[src/rtl/gbse_pkg.sv]
// ----------------------------------------------------------------------------
// Golomb block size estimator package
// Shared constants, types and a helper function.
// ----------------------------------------------------------------------------
package gbse_pkg;

    localparam int BLOCK_MAX   = 64;
    localparam int SAMPLE_BITS = 14;
    localparam int IDX_W       = $clog2(BLOCK_MAX);
    localparam int ADDR_W      = IDX_W + 1;
    localparam int CNT_W       = IDX_W + 1;
    localparam int MAG_W       = SAMPLE_BITS;
    localparam int SAMP_W      = SAMPLE_BITS + 1;
    localparam int SUM_W       = SAMP_W + IDX_W + 1;
    localparam int CODED_W     = 21;
    localparam int SENT_W      = 10;
    localparam int SIZE_W      = 7;
    localparam int MODE_W      = 2;
    localparam int QLEN_W      = MAG_W + 1;
    localparam int RLEN_W      = 5;

    localparam logic [SIZE_W-1:0] REG_BLOCK_SIZE   = 7'd0;
    localparam logic [SIZE_W-1:0] REG_DIVISOR_MODE = 7'd1;

    typedef enum logic [1:0] {
        MODE_NONE = 2'd0,
        MODE_MEAN = 2'd1,
        MODE_MIN  = 2'd2,
        MODE_MAX  = 2'd3
    } mode_t;

    typedef enum logic [2:0] {
        BK_IDLE,
        BK_MEAN,
        BK_READ,
        BK_DIV,
        BK_TOTAL,
        BK_OUT
    } bk_state_t;

    // Block-end summary handed from front to back. The bank says which half
    // of the sample store holds the block.
    typedef struct packed {
        logic [CNT_W-1:0] count;
        logic [SUM_W-1:0] sum;
        logic [MAG_W-1:0] min_mag;
        logic [MAG_W-1:0] max_mag;
        mode_t            mode;
        logic             bank;
    } blk_desc_t;

    // Sign-plus-magnitude length: 1 + bit length, 2 for zero.
    function automatic logic [RLEN_W-1:0] sm_length(input logic [MAG_W-1:0] mag);
        logic [RLEN_W-1:0] n;
        n = RLEN_W'(1);
        for (int i = 0; i < MAG_W; i++)
        begin
            if (mag[i])
            begin
                n = RLEN_W'(i + 2);
            end
        end
        if (mag == '0)
        begin
            n = RLEN_W'(2);
        end
        return n;
    endfunction

endpackage

[src/rtl/golomb_block_size_estimator_core.sv]
// ----------------------------------------------------------------------------
// Golomb block size estimator core
// Collects signed samples into blocks and estimates their Golomb-coded size.
// ----------------------------------------------------------------------------
//  Channel | Direction | Contents
//  s_axis  | in        | tdata[14:0] sample
//  m_axis  | out       | tdata: coded_bits[20:0], sent_bits[30:21], raw_flag[31],
//          |           |        divisor[46:32]
//  cfg     | in        | index 0 block_size, index 1 divisor_mode
//
// The front end takes samples while it gathers a block into one half of a
// two-bank store. At the block's end the back end divides the rounded mean
// and then each stored sample by the divisor in a shared 22-step restoring
// divider. The front end gathers the next block in the other bank meanwhile;
// it stalls only when a finished block waits. Reset clears all control state;
// a block_size write drops the partial block.
module golomb_block_size_estimator_core (
    input  logic        clk,
    input  logic        rst_n,
    input  logic        cfg_we,
    input  logic [6:0]  cfg_index,
    input  logic [6:0]  cfg_data,
    input  logic        s_axis_tvalid,
    output logic        s_axis_tready,
    input  logic [15:0] s_axis_tdata,   // sample[14:0], zero pad
    output logic        m_axis_tvalid,
    input  logic        m_axis_tready,
    output logic [47:0] m_axis_tdata    // coded_bits, sent_bits, raw_flag, divisor
);
    import gbse_pkg::*;

    logic [SIZE_W-1:0] size_reg;
    mode_t             mode_reg;
    logic              cfg_clear;
    logic              dq_valid, dq_ready;
    blk_desc_t         dq;
    logic              wr_en;
    logic [ADDR_W-1:0] wr_addr;
    logic [SAMP_W-1:0] wr_data;
    logic [CODED_W-1:0] coded;
    logic [SENT_W-1:0] sent;
    logic              rawf;
    logic [SAMP_W-1:0] div_o;

    assign cfg_clear = cfg_we && (cfg_index == REG_BLOCK_SIZE);

    always_ff @(posedge clk or negedge rst_n)
    begin
        if (!rst_n)
        begin
            size_reg <= SIZE_W'(2);
            mode_reg <= MODE_NONE;
        end
        else if (cfg_we)
        begin
            if (cfg_index == REG_BLOCK_SIZE)
                size_reg <= cfg_data;
            else if (cfg_index == REG_DIVISOR_MODE)
                mode_reg <= mode_t'(cfg_data[MODE_W-1:0]);
        end
    end

    gbse_front u_front (
        .clk        (clk),
        .rst_n      (rst_n),
        .cfg_clear  (cfg_clear),
        .block_size (size_reg),
        .mode       (mode_reg),
        .in_valid   (s_axis_tvalid),
        .in_ready   (s_axis_tready),
        .in_sample  (s_axis_tdata[SAMP_W-1:0]),
        .desc_valid (dq_valid),
        .desc_ready (dq_ready),
        .desc       (dq),
        .wr_en      (wr_en),
        .wr_addr    (wr_addr),
        .wr_data    (wr_data)
    );

    gbse_back u_back (
        .clk         (clk),
        .rst_n       (rst_n),
        .desc_valid  (dq_valid),
        .desc_ready  (dq_ready),
        .desc        (dq),
        .wr_en       (wr_en),
        .wr_addr     (wr_addr),
        .wr_data     (wr_data),
        .out_valid   (m_axis_tvalid),
        .out_ready   (m_axis_tready),
        .out_coded   (coded),
        .out_sent    (sent),
        .out_raw     (rawf),
        .out_divisor (div_o)
    );

    assign m_axis_tdata = {1'b0, div_o, rawf, sent, coded};

endmodule

[src/rtl/gbse_front.sv]
// ----------------------------------------------------------------------------
// Golomb estimator front end
// Accepts samples, saturates them, stores them and keeps block statistics.
// ----------------------------------------------------------------------------
module gbse_front (
    input  logic                           clk,
    input  logic                           rst_n,
    input  logic                           cfg_clear,
    input  logic [gbse_pkg::SIZE_W-1:0]    block_size,
    input  gbse_pkg::mode_t                mode,
    input  logic                           in_valid,
    output logic                           in_ready,
    input  logic [gbse_pkg::SAMP_W-1:0]    in_sample,
    output logic                           desc_valid,
    input  logic                           desc_ready,
    output gbse_pkg::blk_desc_t            desc,
    output logic                           wr_en,
    output logic [gbse_pkg::ADDR_W-1:0]    wr_addr,
    output logic [gbse_pkg::SAMP_W-1:0]    wr_data
);
    import gbse_pkg::*;

    logic [CNT_W-1:0] fill_reg, fill_next;
    logic [SUM_W-1:0] sum_reg, sum_next;
    logic [MAG_W-1:0] min_reg, min_next, max_reg, max_next;
    logic             dv_reg, dv_next;
    logic             bank_reg, bank_next;
    blk_desc_t        desc_reg, desc_next;
    logic [CNT_W-1:0] eff_n;
    logic [MAG_W-1:0] mag;
    logic [SAMP_W-1:0] xs;
    logic             take, last;

    always_comb
    begin
        if (block_size < SIZE_W'(2))
            eff_n = CNT_W'(2);
        else if (block_size > SIZE_W'(BLOCK_MAX))
            eff_n = CNT_W'(BLOCK_MAX);
        else
            eff_n = CNT_W'(block_size);
        // The most negative pattern saturates to the largest magnitude.
        if (in_sample[SAMP_W-1])
            mag = (in_sample == {1'b1, {MAG_W{1'b0}}}) ? {MAG_W{1'b1}}
                                                        : MAG_W'(-in_sample);
        else
            mag = in_sample[MAG_W-1:0];
        xs = in_sample[SAMP_W-1] ? -{1'b0, mag} : {1'b0, mag};
    end

    // A full block waits here until the back end has finished the last one.
    // Blocks alternate between the two halves of the store, so the next
    // block fills one half while the back end sweeps the other.
    assign in_ready = !dv_reg;
    assign take     = in_valid && in_ready;
    assign last     = (fill_reg + CNT_W'(1)) >= eff_n;
    assign wr_en    = take;
    assign wr_addr  = {bank_reg, fill_reg[IDX_W-1:0]};
    assign wr_data  = xs;

    always_comb
    begin
        fill_next = fill_reg;
        sum_next  = sum_reg;
        min_next  = min_reg;
        max_next  = max_reg;
        bank_next = bank_reg;
        dv_next   = dv_reg && !desc_ready;
        desc_next = desc_reg;
        if (take)
        begin
            if (last)
            begin
                dv_next        = 1'b1;
                desc_next.count = fill_reg + CNT_W'(1);
                desc_next.sum   = sum_reg + {{(SUM_W-SAMP_W){xs[SAMP_W-1]}}, xs};
                desc_next.min_mag = (mag < min_reg) ? mag : min_reg;
                desc_next.max_mag = (mag > max_reg) ? mag : max_reg;
                desc_next.mode  = mode;
                desc_next.bank  = bank_reg;
                bank_next = !bank_reg;
                fill_next = '0;
                sum_next  = '0;
                min_next  = '1;
                max_next  = '0;
            end
            else
            begin
                fill_next = fill_reg + CNT_W'(1);
                sum_next  = sum_reg + {{(SUM_W-SAMP_W){xs[SAMP_W-1]}}, xs};
                min_next  = (mag < min_reg) ? mag : min_reg;
                max_next  = (mag > max_reg) ? mag : max_reg;
            end
        end
        if (cfg_clear)
        begin
            fill_next = '0;
            sum_next  = '0;
            min_next  = '1;
            max_next  = '0;
        end
    end

    always_ff @(posedge clk or negedge rst_n)
    begin
        if (!rst_n)
        begin
            fill_reg <= '0;
            sum_reg  <= '0;
            min_reg  <= '1;
            max_reg  <= '0;
            bank_reg <= 1'b0;
            dv_reg   <= 1'b0;
        end
        else
        begin
            fill_reg <= fill_next;
            sum_reg  <= sum_next;
            min_reg  <= min_next;
            max_reg  <= max_next;
            bank_reg <= bank_next;
            dv_reg   <= dv_next;
        end
    end

    always_ff @(posedge clk)
    begin
        desc_reg <= desc_next;
    end

    assign desc_valid = dv_reg;
    assign desc       = desc_reg;

    a_fill_in_range: assert property (@(posedge clk) disable iff (!rst_n)
        fill_reg < CNT_W'(BLOCK_MAX)) else $error("fill count out of range");
    a_no_take_full: assert property (@(posedge clk) disable iff (!rst_n)
        dv_reg |-> !take) else $error("sample taken while block pending");
    a_last_raises: assert property (@(posedge clk) disable iff (!rst_n)
        (take && last && !cfg_clear) |=> dv_reg) else $error("block end lost");

endmodule

[src/rtl/gbse_divider.sv]
// ----------------------------------------------------------------------------
// Golomb estimator divider
// Restoring divider, one quotient bit per cycle.
// ----------------------------------------------------------------------------
module gbse_divider (
    input  logic                         clk,
    input  logic                         rst_n,
    input  logic                         start,
    input  logic [gbse_pkg::SUM_W-1:0]   dividend,
    input  logic [gbse_pkg::SUM_W-1:0]   divisor,
    output logic                         done,
    output logic [gbse_pkg::SUM_W-1:0]   quotient,
    output logic [gbse_pkg::SUM_W-1:0]   remainder
);
    import gbse_pkg::*;

    localparam int STEP_W = $clog2(SUM_W + 1);

    logic [SUM_W-1:0]  q_reg, q_next, r_reg, r_next, d_reg, d_next;
    logic [STEP_W-1:0] cnt_reg, cnt_next;
    logic              busy_reg, busy_next;
    logic [SUM_W:0]    trial;

    always_comb
    begin
        q_next    = q_reg;
        r_next    = r_reg;
        d_next    = d_reg;
        cnt_next  = cnt_reg;
        busy_next = busy_reg;
        trial     = {r_reg, q_reg[SUM_W-1]} - {1'b0, d_reg};
        if (start)
        begin
            q_next    = dividend;
            r_next    = '0;
            d_next    = divisor;
            cnt_next  = STEP_W'(SUM_W);
            busy_next = 1'b1;
        end
        else if (busy_reg)
        begin
            if (!trial[SUM_W])
            begin
                r_next = trial[SUM_W-1:0];
                q_next = {q_reg[SUM_W-2:0], 1'b1};
            end
            else
            begin
                r_next = {r_reg[SUM_W-2:0], q_reg[SUM_W-1]};
                q_next = {q_reg[SUM_W-2:0], 1'b0};
            end
            cnt_next = cnt_reg - STEP_W'(1);
            if (cnt_reg == STEP_W'(1))
                busy_next = 1'b0;
        end
    end

    always_ff @(posedge clk or negedge rst_n)
    begin
        if (!rst_n)
        begin
            busy_reg <= 1'b0;
            cnt_reg  <= '0;
        end
        else
        begin
            busy_reg <= busy_next;
            cnt_reg  <= cnt_next;
        end
    end

    always_ff @(posedge clk)
    begin
        q_reg <= q_next;
        r_reg <= r_next;
        d_reg <= d_next;
    end

    assign done      = !busy_reg;
    assign quotient  = q_reg;
    assign remainder = r_reg;

endmodule

[src/rtl/gbse_back.sv]
// ----------------------------------------------------------------------------
// Golomb estimator back end
// Picks the divisor, sweeps the stored block and forms the bit counts.
// ----------------------------------------------------------------------------
module gbse_back (
    input  logic                          clk,
    input  logic                          rst_n,
    input  logic                          desc_valid,
    output logic                          desc_ready,
    input  gbse_pkg::blk_desc_t           desc,
    input  logic                          wr_en,
    input  logic [gbse_pkg::ADDR_W-1:0]   wr_addr,
    input  logic [gbse_pkg::SAMP_W-1:0]   wr_data,
    output logic                          out_valid,
    input  logic                          out_ready,
    output logic [gbse_pkg::CODED_W-1:0]  out_coded,
    output logic [gbse_pkg::SENT_W-1:0]   out_sent,
    output logic                          out_raw,
    output logic [gbse_pkg::SAMP_W-1:0]   out_divisor
);
    import gbse_pkg::*;

    logic [SAMP_W-1:0] mem [2*BLOCK_MAX];
    logic [SAMP_W-1:0] rd_data;
    logic [ADDR_W-1:0] rd_addr;

    bk_state_t         st_reg, st_next;
    blk_desc_t         d_reg, d_next;
    logic [CNT_W-1:0]  idx_reg, idx_next;
    logic [MAG_W-1:0]  bmag_reg, bmag_next;
    logic              bneg_reg, bneg_next;
    logic [QLEN_W-1:0] ql_reg, ql_next;
    logic [RLEN_W-1:0] rl_reg, rl_next;
    logic [MAG_W-1:0]  smag_reg, smag_next;
    logic              ov_reg, ov_next;
    logic [CODED_W-1:0] coded_reg, coded_next;
    logic [SENT_W-1:0] sent_reg, sent_next;
    logic              raw_reg, raw_next;
    logic [SAMP_W-1:0] bout_reg, bout_next;

    logic              dv_start, dv_done;
    logic [SUM_W-1:0]  dv_num, dv_den, dv_q, dv_r;
    logic [SUM_W-1:0]  abs_sum;
    logic [CODED_W-1:0] prod_q, prod_r, rawbits, coded_c;
    logic [QLEN_W-1:0] ul;
    logic [RLEN_W-1:0] rlc;
    logic [MAG_W-1:0]  rmag;

    always_ff @(posedge clk)
    begin
        if (wr_en)
            mem[wr_addr] <= wr_data;
        rd_data <= mem[rd_addr];
    end

    gbse_divider u_div (
        .clk       (clk),
        .rst_n     (rst_n),
        .start     (dv_start),
        .dividend  (dv_num),
        .divisor   (dv_den),
        .done      (dv_done),
        .quotient  (dv_q),
        .remainder (dv_r)
    );

    // The mean division starts in the cycle the block is taken, so its
    // operands come straight from the incoming summary.
    assign abs_sum = desc.sum[SUM_W-1] ? -desc.sum : desc.sum;
    assign rd_addr = {d_reg.bank, idx_reg[IDX_W-1:0]};
    assign ul      = QLEN_W'(dv_q) + QLEN_W'(1);
    assign rmag    = (bmag_reg == '0) ? smag_reg : dv_r[MAG_W-1:0];
    assign rlc     = sm_length(rmag);
    assign prod_q  = CODED_W'(d_reg.count) * CODED_W'(ql_reg);
    assign prod_r  = CODED_W'(d_reg.count) * CODED_W'(rl_reg);
    assign rawbits = CODED_W'(d_reg.count) * CODED_W'(SAMPLE_BITS);
    assign coded_c = CODED_W'(sm_length(bmag_reg)) + prod_q + prod_r;

    // Next state.
    always_comb
    begin
        st_next = st_reg;
        case (st_reg)
            BK_IDLE:  if (desc_valid) st_next = BK_MEAN;
            BK_MEAN:  if (dv_done && !ov_reg) st_next = BK_READ;
            BK_READ:  st_next = BK_DIV;
            BK_DIV:
            begin
                if (dv_done && !ov_reg)
                    st_next = (idx_reg == d_reg.count) ? BK_TOTAL : BK_READ;
            end
            BK_TOTAL: st_next = BK_OUT;
            BK_OUT:   if (out_ready) st_next = BK_IDLE;
            default:  st_next = BK_IDLE;
        endcase
    end

    // Datapath and outputs.
    always_comb
    begin
        d_next     = d_reg;
        idx_next   = idx_reg;
        bmag_next  = bmag_reg;
        bneg_next  = bneg_reg;
        ql_next    = ql_reg;
        rl_next    = rl_reg;
        ov_next    = 1'b0;
        coded_next = coded_reg;
        sent_next  = sent_reg;
        raw_next   = raw_reg;
        bout_next  = bout_reg;
        dv_start   = 1'b0;
        dv_num     = {abs_sum[SUM_W-2:0], 1'b0} + SUM_W'(desc.count);
        dv_den     = SUM_W'({desc.count, 1'b0});
        desc_ready = 1'b0;
        out_valid  = 1'b0;
        case (st_reg)
            BK_IDLE:
            begin
                desc_ready = 1'b1;
                if (desc_valid)
                begin
                    d_next   = desc;
                    idx_next = '0;
                    ql_next  = '0;
                    rl_next  = '0;
                    dv_start = 1'b1;
                    ov_next  = 1'b1;
                end
            end
            BK_MEAN:
            begin
                if (dv_done && !ov_reg)
                begin
                    case (d_reg.mode)
                        MODE_MEAN:
                        begin
                            bmag_next = dv_q[MAG_W-1:0];
                            bneg_next = d_reg.sum[SUM_W-1];
                        end
                        MODE_MIN:
                        begin
                            bmag_next = d_reg.min_mag;
                            bneg_next = 1'b0;
                        end
                        MODE_MAX:
                        begin
                            bmag_next = d_reg.max_mag;
                            bneg_next = 1'b0;
                        end
                        default:
                        begin
                            bmag_next = '0;
                            bneg_next = 1'b0;
                        end
                    endcase
                end
            end
            BK_READ:
            begin
                idx_next = idx_reg + CNT_W'(1);
            end
            BK_DIV:
            begin
                if (ov_reg || !dv_done)
                begin
                    ov_next = !ov_reg ? 1'b0 : 1'b0;
                end
                else
                begin
                    if (ul > ql_next && bmag_reg != '0)
                        ql_next = ul;
                    if (bmag_reg == '0 && ql_reg == '0)
                        ql_next = QLEN_W'(1);
                    if (rlc > rl_reg)
                        rl_next = rlc;
                end
            end
            BK_TOTAL:
            begin
                coded_next = coded_c;
                raw_next   = coded_c > rawbits;
                sent_next  = SENT_W'((coded_c > rawbits) ? rawbits : coded_c);
                bout_next  = bneg_reg ? -{1'b0, bmag_reg} : {1'b0, bmag_reg};
            end
            BK_OUT:
            begin
                out_valid = 1'b1;
            end
            default:
            begin
            end
        endcase
        // Launch the division for the sample just read from the store.
        if (st_reg == BK_READ)
        begin
            dv_start  = 1'b1;
            ov_next   = 1'b1;
            dv_num    = SUM_W'(smag_next);
            dv_den    = SUM_W'(bmag_reg);
        end
    end

    // Stored samples are saturated, so the magnitude fits the field.
    always_comb
    begin
        smag_next = rd_data[SAMP_W-1] ? MAG_W'(-rd_data) : rd_data[MAG_W-1:0];
    end

    always_ff @(posedge clk or negedge rst_n)
    begin
        if (!rst_n)
        begin
            st_reg <= BK_IDLE;
            ov_reg <= 1'b0;
        end
        else
        begin
            st_reg <= st_next;
            ov_reg <= ov_next;
        end
    end

    always_ff @(posedge clk)
    begin
        d_reg     <= d_next;
        idx_reg   <= idx_next;
        bmag_reg  <= bmag_next;
        bneg_reg  <= bneg_next;
        ql_reg    <= ql_next;
        rl_reg    <= rl_next;
        // The magnitude is held for the whole division of its sample.
        if (st_reg == BK_READ)
            smag_reg <= smag_next;
        coded_reg <= coded_next;
        sent_reg  <= sent_next;
        raw_reg   <= raw_next;
        bout_reg  <= bout_next;
    end

    assign out_coded   = coded_reg;
    assign out_sent    = sent_reg;
    assign out_raw     = raw_reg;
    assign out_divisor = bout_reg;

    a_out_hold: assert property (@(posedge clk) disable iff (!rst_n)
        (out_valid && !out_ready) |=> out_valid) else $error("result dropped");
    a_idx_bound: assert property (@(posedge clk) disable iff (!rst_n)
        (st_reg == BK_DIV) |-> (idx_reg <= d_reg.count)) else $error("sweep overrun");
    a_take_idle: assert property (@(posedge clk) disable iff (!rst_n)
        desc_ready |-> (st_reg == BK_IDLE)) else $error("block taken while busy");

endmodule
[config.mk]
export PLATFORM = sky130hd
export DESIGN_NAME = golomb_block_size_estimator_core
export DESIGN_NICKNAME = d
export VERILOG_FILES = /design/src/rtl/gbse_pkg.sv /design/src/rtl/golomb_block_size_estimator_core.sv /design/src/rtl/gbse_front.sv /design/src/rtl/gbse_divider.sv /design/src/rtl/gbse_back.sv
export SDC_FILE = /design/constraint.sdc
export NUM_CORES = 2
export LEC_CHECK = 0
export ABC_AREA = 1
export ABC_CLOCK_PERIOD_IN_PS = 8200
export BUFFER_PORTS_ARGS = -buffer_cell sky130_fd_sc_hd__buf_2
export CAP_MARGIN = 15
export CELL_PAD_IN_SITES_DETAIL_PLACEMENT = 1
export CELL_PAD_IN_SITES_GLOBAL_PLACEMENT = 2
export CORE_ASPECT_RATIO = 2
export CORE_UTILIZATION = 44
export CTS_CLUSTER_DIAMETER = 60
export CTS_CLUSTER_SIZE = 10
export DETAILED_ROUTE_END_ITERATION = 6
export PLACE_DENSITY_LB_ADDON = 0.08
export SETUP_SLACK_MARGIN = 0.4
export SLEW_MARGIN = 20
export SYNTH_ARGS = -nofsm -noshare
export SYNTH_HDL_FRONTEND = slang
export SYNTH_SLANG_ARGS = --single-unit
[constraint.sdc]
create_clock -name clk -period 8.2 [get_ports clk]
set_input_delay 0.41 -clock clk [delete_from_list [all_inputs] [get_ports clk]]
set_output_delay 0.41 -clock clk [all_outputs]
set_load 0.1 [all_outputs]
After elaboration in Yosys (flattened, before gate mapping)
Memory sizes are Yosys's and may differ from the RTL's. A register that Yosys moved wholly into a read port is not among the register bits.
Cells that the tools add are included.
- register bits after elaboration: 367
- RAM bits: 1920
- input bits: 35
- output and inout port bits: 50
- word-level logic and storage cells: 209
- memories: 1
- memories (memory ; words ; bits a word ; read ports ; clocked after memory_dff ; write ports ; RTL line ; source):
    u_back.mem ; 128 ; 15 ; 1 ; 1 ; 1 ; gbse_back.sv:23 ; logic [SAMP_W-1:0] mem [2*BLOCK_MAX];
- $add $sub $neg: 14
- multipliers: 3
- order comparisons: 8
- eq/ne operators: 19
- mux-type cells: 92
- bitwise gates (word level): 1
- reduce and logical (&&, ||, !) cells: 31
- operator list (kind ; count):
    $mux 14 ; 13
    $mux 22 ; 7
    $mux 5 ; 19
    $mux 15 ; 5
    $mux 7 ; 6
    $pmux 14 s3 ; 1
    $mux 4 ; 9
    $neg 14->15 ; 2
    $pmux 15 s2 ; 1
    $logic_not 14->1 ; 2
    $neg 14->14 ; 2
    $mux 3 ; 9
    $sub 23x22->23 ; 1
    $add 22x22->22 ; 1
    $add 22x7->22 ; 1
    $add 21x12->21 ; 1
    $add 4x21->21 ; 1
    $gt 21x11->1 ; 1
    $mul 7x15->21 ; 1
    $mux 21 ; 1
    $neg 21->21 ; 1
    $pmux 3 s6 ; 1
    $add 15x1->15 const B ; 1
    $eq 15x15->1 const B ; 1
    other kinds (40) ; 80

Depth between registers and ports, before layout
- depth after elaboration: 21
- gate-level depth with buffers: 35
- mapped depth without buffers: 34

Hierarchy
Synthesis repeated with hierarchy kept, for this count alone.
- cell total of the unflattened synthesis: 8803
- area total of the unflattened synthesis: 101822.7 µm²
- by module, submodules not included (module ; times used ; cells an instance ; area an instance (µm²)):
    gbse_back ; 1 ; 7222 ; 89143.0
    gbse_front ; 1 ; 876 ; 7612.3
    gbse_divider ; 1 ; 653 ; 4578.1
    golomb_block_size_estimator_core ; 1 ; 52 ; 489.2

Worst setup path after synthesis
No wires, ideal clock.
- kind: input -> register
- from: input port s_axis_tdata[0]
- to: register u_front.desc_reg (netlist bit u_front.desc[50]) (data pin)
- library setup time: 267 ps
- arrival time: 8745 ps
- data required time: 7933 ps
- slack: -812 ps
- stages on the path: 25
- path buffers: 0
- path through: inv_1 > ha_1 > nand4_1 > nor3_4 > nand3_1 > nand2_1 > inv_1 > ha_1 > inv_1 > nor3_1 > nand2_1 > nor2_1 > nand3_1 > o21ai_0 > xor2_1 > ha_1 > nand2_1 > nor2_1 > o21ai_0 > o211ai_1 > a21oi_1 > nor3_1 > nor2_1 > o21bai_1 > xor2_1
- word-level cells in the longest chain between the ends: 6
- elaborated cells on any way between the ends: 7
- those cells by class: add/sub (3); eq/ne (1); mux (3)
- ends and longest elaborated chain (item ; RTL line ; source):
    from (decl) ; golomb_block_size_estimator_core.sv:25 ; input logic [15:0] s_axis_tdata,
    $neg 14->14 or $eq 15x15->1 (tied branches) ; gbse_front.sv:45, gbse_front.sv:44 ;
    $mux 14 ; gbse_front.sv:44 ; mag = (in_sample == {1'b1, {MAG_W{1'b0}}}) ? {MAG_W{1'b1}}
    $mux 14 * ; gbse_front.sv:43 ; if (in_sample[SAMP_W-1])
    $neg 14->15 ; gbse_front.sv:48 ; xs = in_sample[SAMP_W-1] ? -{1'b0, mag} : {1'b0, mag};
    $mux 15 * ; gbse_front.sv:48 ;
    named net u_back.wr_data, one bit ; gbse_back.sv:13 ; input logic [gbse_pkg::SAMP_W-1:0] wr_data,
    $add 22x22->22 * ; gbse_front.sv:76 ; desc_next.sum = sum_reg + {{(SUM_W-SAMP_W){xs[SAMP_W-1]}}, xs};
    to (signal assigned) ; gbse_front.sv:128 ; desc_reg <= desc_next;
    to (decl) ; gbse_front.sv:28 ; blk_desc_t desc_reg, desc_next;
Mark *: on every way through the listed nets, which the timed path passes. The rest lies on a longest branch.
A chain may end at the register's enable or synchronous reset.

Worst setup path in the final report
- from: register u_back.bmag_reg[0]
- to: register u_back.sent_reg[7], in the netlist u_back.out_sent[7] (data pin)
- word-level cells in the longest chain between the ends: 19
- elaborated cells on any way between the ends: 20
- those cells by class: add/sub (2); order compare (1); mux (16); reduce/logical (1)
- ends and longest elaborated chain (item ; RTL line ; source):
    from (decl) ; gbse_back.sv:30 ; logic [MAG_W-1:0] bmag_reg, bmag_next;
    from (signal assigned) ; gbse_back.sv:228 ; bmag_reg <= bmag_next;
    $mux 2 (2 in series) ; gbse_pkg.sv:58 ; if (mag[i])
    $mux 3 (4 in series) ; gbse_pkg.sv:58 ;
    $mux 4 (8 in series) ; gbse_pkg.sv:58 ;
    $mux 4 * ; gbse_pkg.sv:63 ; if (mag == '0)
    $add 4x21->21 * ; gbse_back.sv:77 ; assign coded_c = CODED_W'(sm_length(bmag_reg)) + prod_q + prod_r;
    $add 21x12->21 * ; gbse_back.sv:77 ;
    named net u_back.coded_c[6] ; gbse_back.sv:44 ; logic [CODED_W-1:0] prod_q, prod_r, rawbits, coded_c;
    $gt 21x11->1 * ; gbse_back.sv:183 ; sent_next = SENT_W'((coded_c > rawbits) ? rawbits : coded_c);
    $mux 10 * ; gbse_back.sv:183 ;
    to (signal assigned) ; gbse_back.sv:236 ; sent_reg <= sent_next;
    to (decl) ; gbse_back.sv:37 ; logic [SENT_W-1:0] sent_reg, sent_next;
Marked as above.

==> flow_metrics.py <==
metrics = {
    "detailed_routing": {
        "wl_um": 339400,
        "wl_per_cell_um": 29.26,
        "drt-met1-wl_um": 117500,
        "via_count": 68130,
        "routed-wl-met3_um": 12200,
        "dr_wl_met2_um": 182800,
        "drc": 0,
        "top_layer_used": "met4",
        "ant_nets": 0,
        "drt_iter0_markers": 4443,
        "viasPerCell": 5.873,
        "firstDrtPassIters": 6,
    },
    "yosys": {
        "synth-main-ff-cell": "edfxtp_1",
        "synthArstFlopShare": 0.03433,
        "synth.largest_area_cell": "edfxtp_1",
        "netlist_top_cells_count": "2,157 x edfxtp_1, 1,317 x nor2_1, 1,104 x o21ai_0, 937 x nand2_1, 556 x inv_1",
        "synthAdderAreaFrac": 0.04564,
        "syn_nets": 8785,
        "ys.warnings.count": 0,
        "synth-xor-area-share": 0.01219,
        "synth_edf_count": 2157,
        "yosys.area.top_type_share": 0.6484,
        "synth_most_common_cell": "edfxtp_1",
        "ys_seq_area_frac": 0.6755,
        "synth_top_family_by_area": "compound AO/OA/AOI/OAI gates",
        "ys_ff_latch": 2272,
        "synthSimpleGateAreaFrac": 0.1089,
        "syn_avg_cell_area_um2": 11.83,
        "syn_inst": 8448,
        "netlist_area_um2": 99900,
        "synth.distinct_cells": 69,
        "synthTopCellsByArea": "edfxtp_1 65%, o21ai_0 5.5%, nor2_1 4.9%, nand2_1 3.5%, ha_1 2.5%",
        "synth.area.mux_share": 0,
        "synth_compound_area_frac": 0.1163,
    },
    "finish": {
        "multi_input_area_um2": 28500,
        "area_delta_synth_final_pct": 11.73,
        "fillers": 23150,
        "final_nets": 8877,
        "register_area_um2": 67480,
        "design_area_um2": 111600,
        "largest_reg_flops": 1920,
        "drive_above_1_share": 0.08676,
    },
    "timing": {
        "finalCritPeriodShare": 0.8309,
        "fin_skew_ns": 0.03470,
        "finalSetupViolations": 0,
        "drv_slew": 0,
        "min_period_ns": 6.813,
        "worstMarginPinSlew_ns": 1.166,
        "finalHoldViolCount": 0,
        "rsz0062_at_grt": "no",
        "fin_setup_tns_ns": 0,
        "max_freq_mhz": 146.8,
        "slew_headroom": 0.2193,
        "layout_setup_ws_ns": 1.387,
    },
    "placement": {
        "dpl-instance-area_um2": 104200,
        "hpwl_um": 217800,
        "place.gp.congestion": 0.8700,
        "place_ws_ns": 1.308,
        "port_buffers": 82,
    },
    "worst_setup_path": {
        "cp.required_ns": 8.76,
        "slowest_stage": "fa_1",
        "reg2reg_depth": 31,
        "crit_fanout": 16,
        "timing.rr.start": "u_back.bmag_reg[0]",
        "worstPathArrival_ns": 7.38,
        "setup.worst_path.class": "reg2reg",
        "worst_setup_path_end_kind": "register",
        "setup.worst_path.start_class": "register",
        "startpoint": "u_back.bmag_reg[0]",
        "max_stage_delay_ns": 0.52,
        "cpMostUsedCell": "ha_1",
    },
    "worst_hold_path": {
        "min_path_cells": 3,
        "hold_class": "in2reg",
        "min-delay-start": "cfg_index[0]",
    },
    "cts": {
        "cts_tree": "yes",
        "cts-root-buf": "clkbuf_16",
        "cts_max_level": 5,
        "cts_made_buffers": 271,
        "post_cts_buffers": 0,
        "cts_num_sinks": 2272,
        "cts_buffer_depth": 4,
        "clk_pin_slew_ns": 0.06,
        "cts_hold_buf": 11,
        "cts_resized": 0,
        "clk_latency_ns": 0.85,
    },
    "run_status": {
        "status": "complete, no violations",
    },
    "floorplan": {
        "die_y_um": 675.9,
        "pin_count": 85,
        "design.die.area_um2": 229100,
        "coreArea_um2": 225900,
        "rows": 247,
        "start_util": 0.4422,
        "dieWidth_um": 338.9,
    },
    "power": {
        "p_leak_uw": 0.03946,
        "ir_drop_mv": 0.3236,
        "power.density_nw_per_um2": 356.1,
    },
    "global_routing": {
        "grt_pass1_wl_um": 488600,
        "antenna_found_initial": 5,
        "grt_usage": 0.2927,
        "grt_max_degree": 163,
        "grt_remaining_overflow": 0,
        "grt_pass1_vias": 72150,
    },
    "job": {
        "maxCapViolCount": 0,
    },
}
-- stage by stage --
stage                     cells    util  total power, uW  hold slack, ns
final                     11600  0.4941            39740         0.04787
after detailed placement  11240  0.4611            29490          0.3263
after floorplan            8448       -            23690          0.1144
after global routing      11600  0.4941            41680          0.1050
after CTS                 11600  0.4940            40160         0.03395
after global placement    11240  0.4611            29140          0.3264
-- area by class of cell --
type | instances | share of cell area
Multi-Input combinational cell | 5109 | 0.2553
Inverter | 574 | 0.01970
Clock inverter | 11 | 0.0009304
Tap cell | 2988 | 0.03349
Timing Repair Buffer | 312 | 0.02121
Clock buffer | 332 | 0.06470
Sequential cell | 2272 | 0.6046
Antenna cell | 3 | 0.00006726
-- worst paths after layout --
path / endpoint / slack, ns
worst max-delay path: u_back.out_sent[7] / 1.39
worst min-delay path: mode_reg[0] / 0.05
worst max register to register: u_back.out_sent[7] / 1.39
worst min register to register: u_back.d_reg[15] / 0.41
max in group asynchronous: u_back.st_reg[1] / 6.40
min in group asynchronous: u_front.bank_reg / 0.52
-- layer usage --
metal  vias to the layer above  track usage
met5                         -            0
met4                         0       0.2072
met3                       706      0.02856
met2                      1664       0.5464
met1                     35380       0.3060
li1                      30380            -
-- power by group --
part | switching (uW) | total (uW) | internal [uW]
logic | 10600 | 14700 | 4140
clock network | 4510 | 10600 | 6120
registers | 442 | 14400 | 14000
total | 15500 | 39700 | 24200
-- critical path, delay by kind of cell (launching register included) --
kind,cells,cell delay (ns)
buffers and inverters,4,0.28
and+or+nand+nor,11,1.61
xor gates and xnor gates,1,0.37
AOI/OAI and AO/OA,6,0.82
DFF,1,0.43
adders and majority gates,9,3.02
-- cell usage in the layout, fill, tap and decap left out, types with 10 or more instances in the layout --
cell type,count
a21o_1,10
a21oi_1,148
a22o_1,15
a31oi_1,41
buf_12,16
buf_2,81
buf_4,204
clkbuf_1,50
clkbuf_16,280
dfrtp_1,63
dfstp_2,15
dfxtp_1,37
dlygate4sd3_1,11
edfxtp_1,2157
fa_1,104
ha_1,198
inv_1,543
inv_2,14
inv_4,11
nand2_1,936
nand3_1,246
nand4_1,71
nor2_1,1281
nor2_2,42
nor3_1,32
nor4_1,16
o211ai_1,86
o21a_1,10
o21ai_0,1104
o21ai_1,25
o221ai_1,180
o22ai_1,313
xnor2_1,35
xor2_1,88
-- logic make-up after synthesis --
logic type                 count (synthesis)
AOI/OAI and AO/OA                       1991
DFF                                     2272
other                                      1
xor gates and xnor gates                 133
adders and majority gates                302
buffers and inverters                   1067
and+or+nand+nor                         2682
Power figures use the tool's default switching activity.
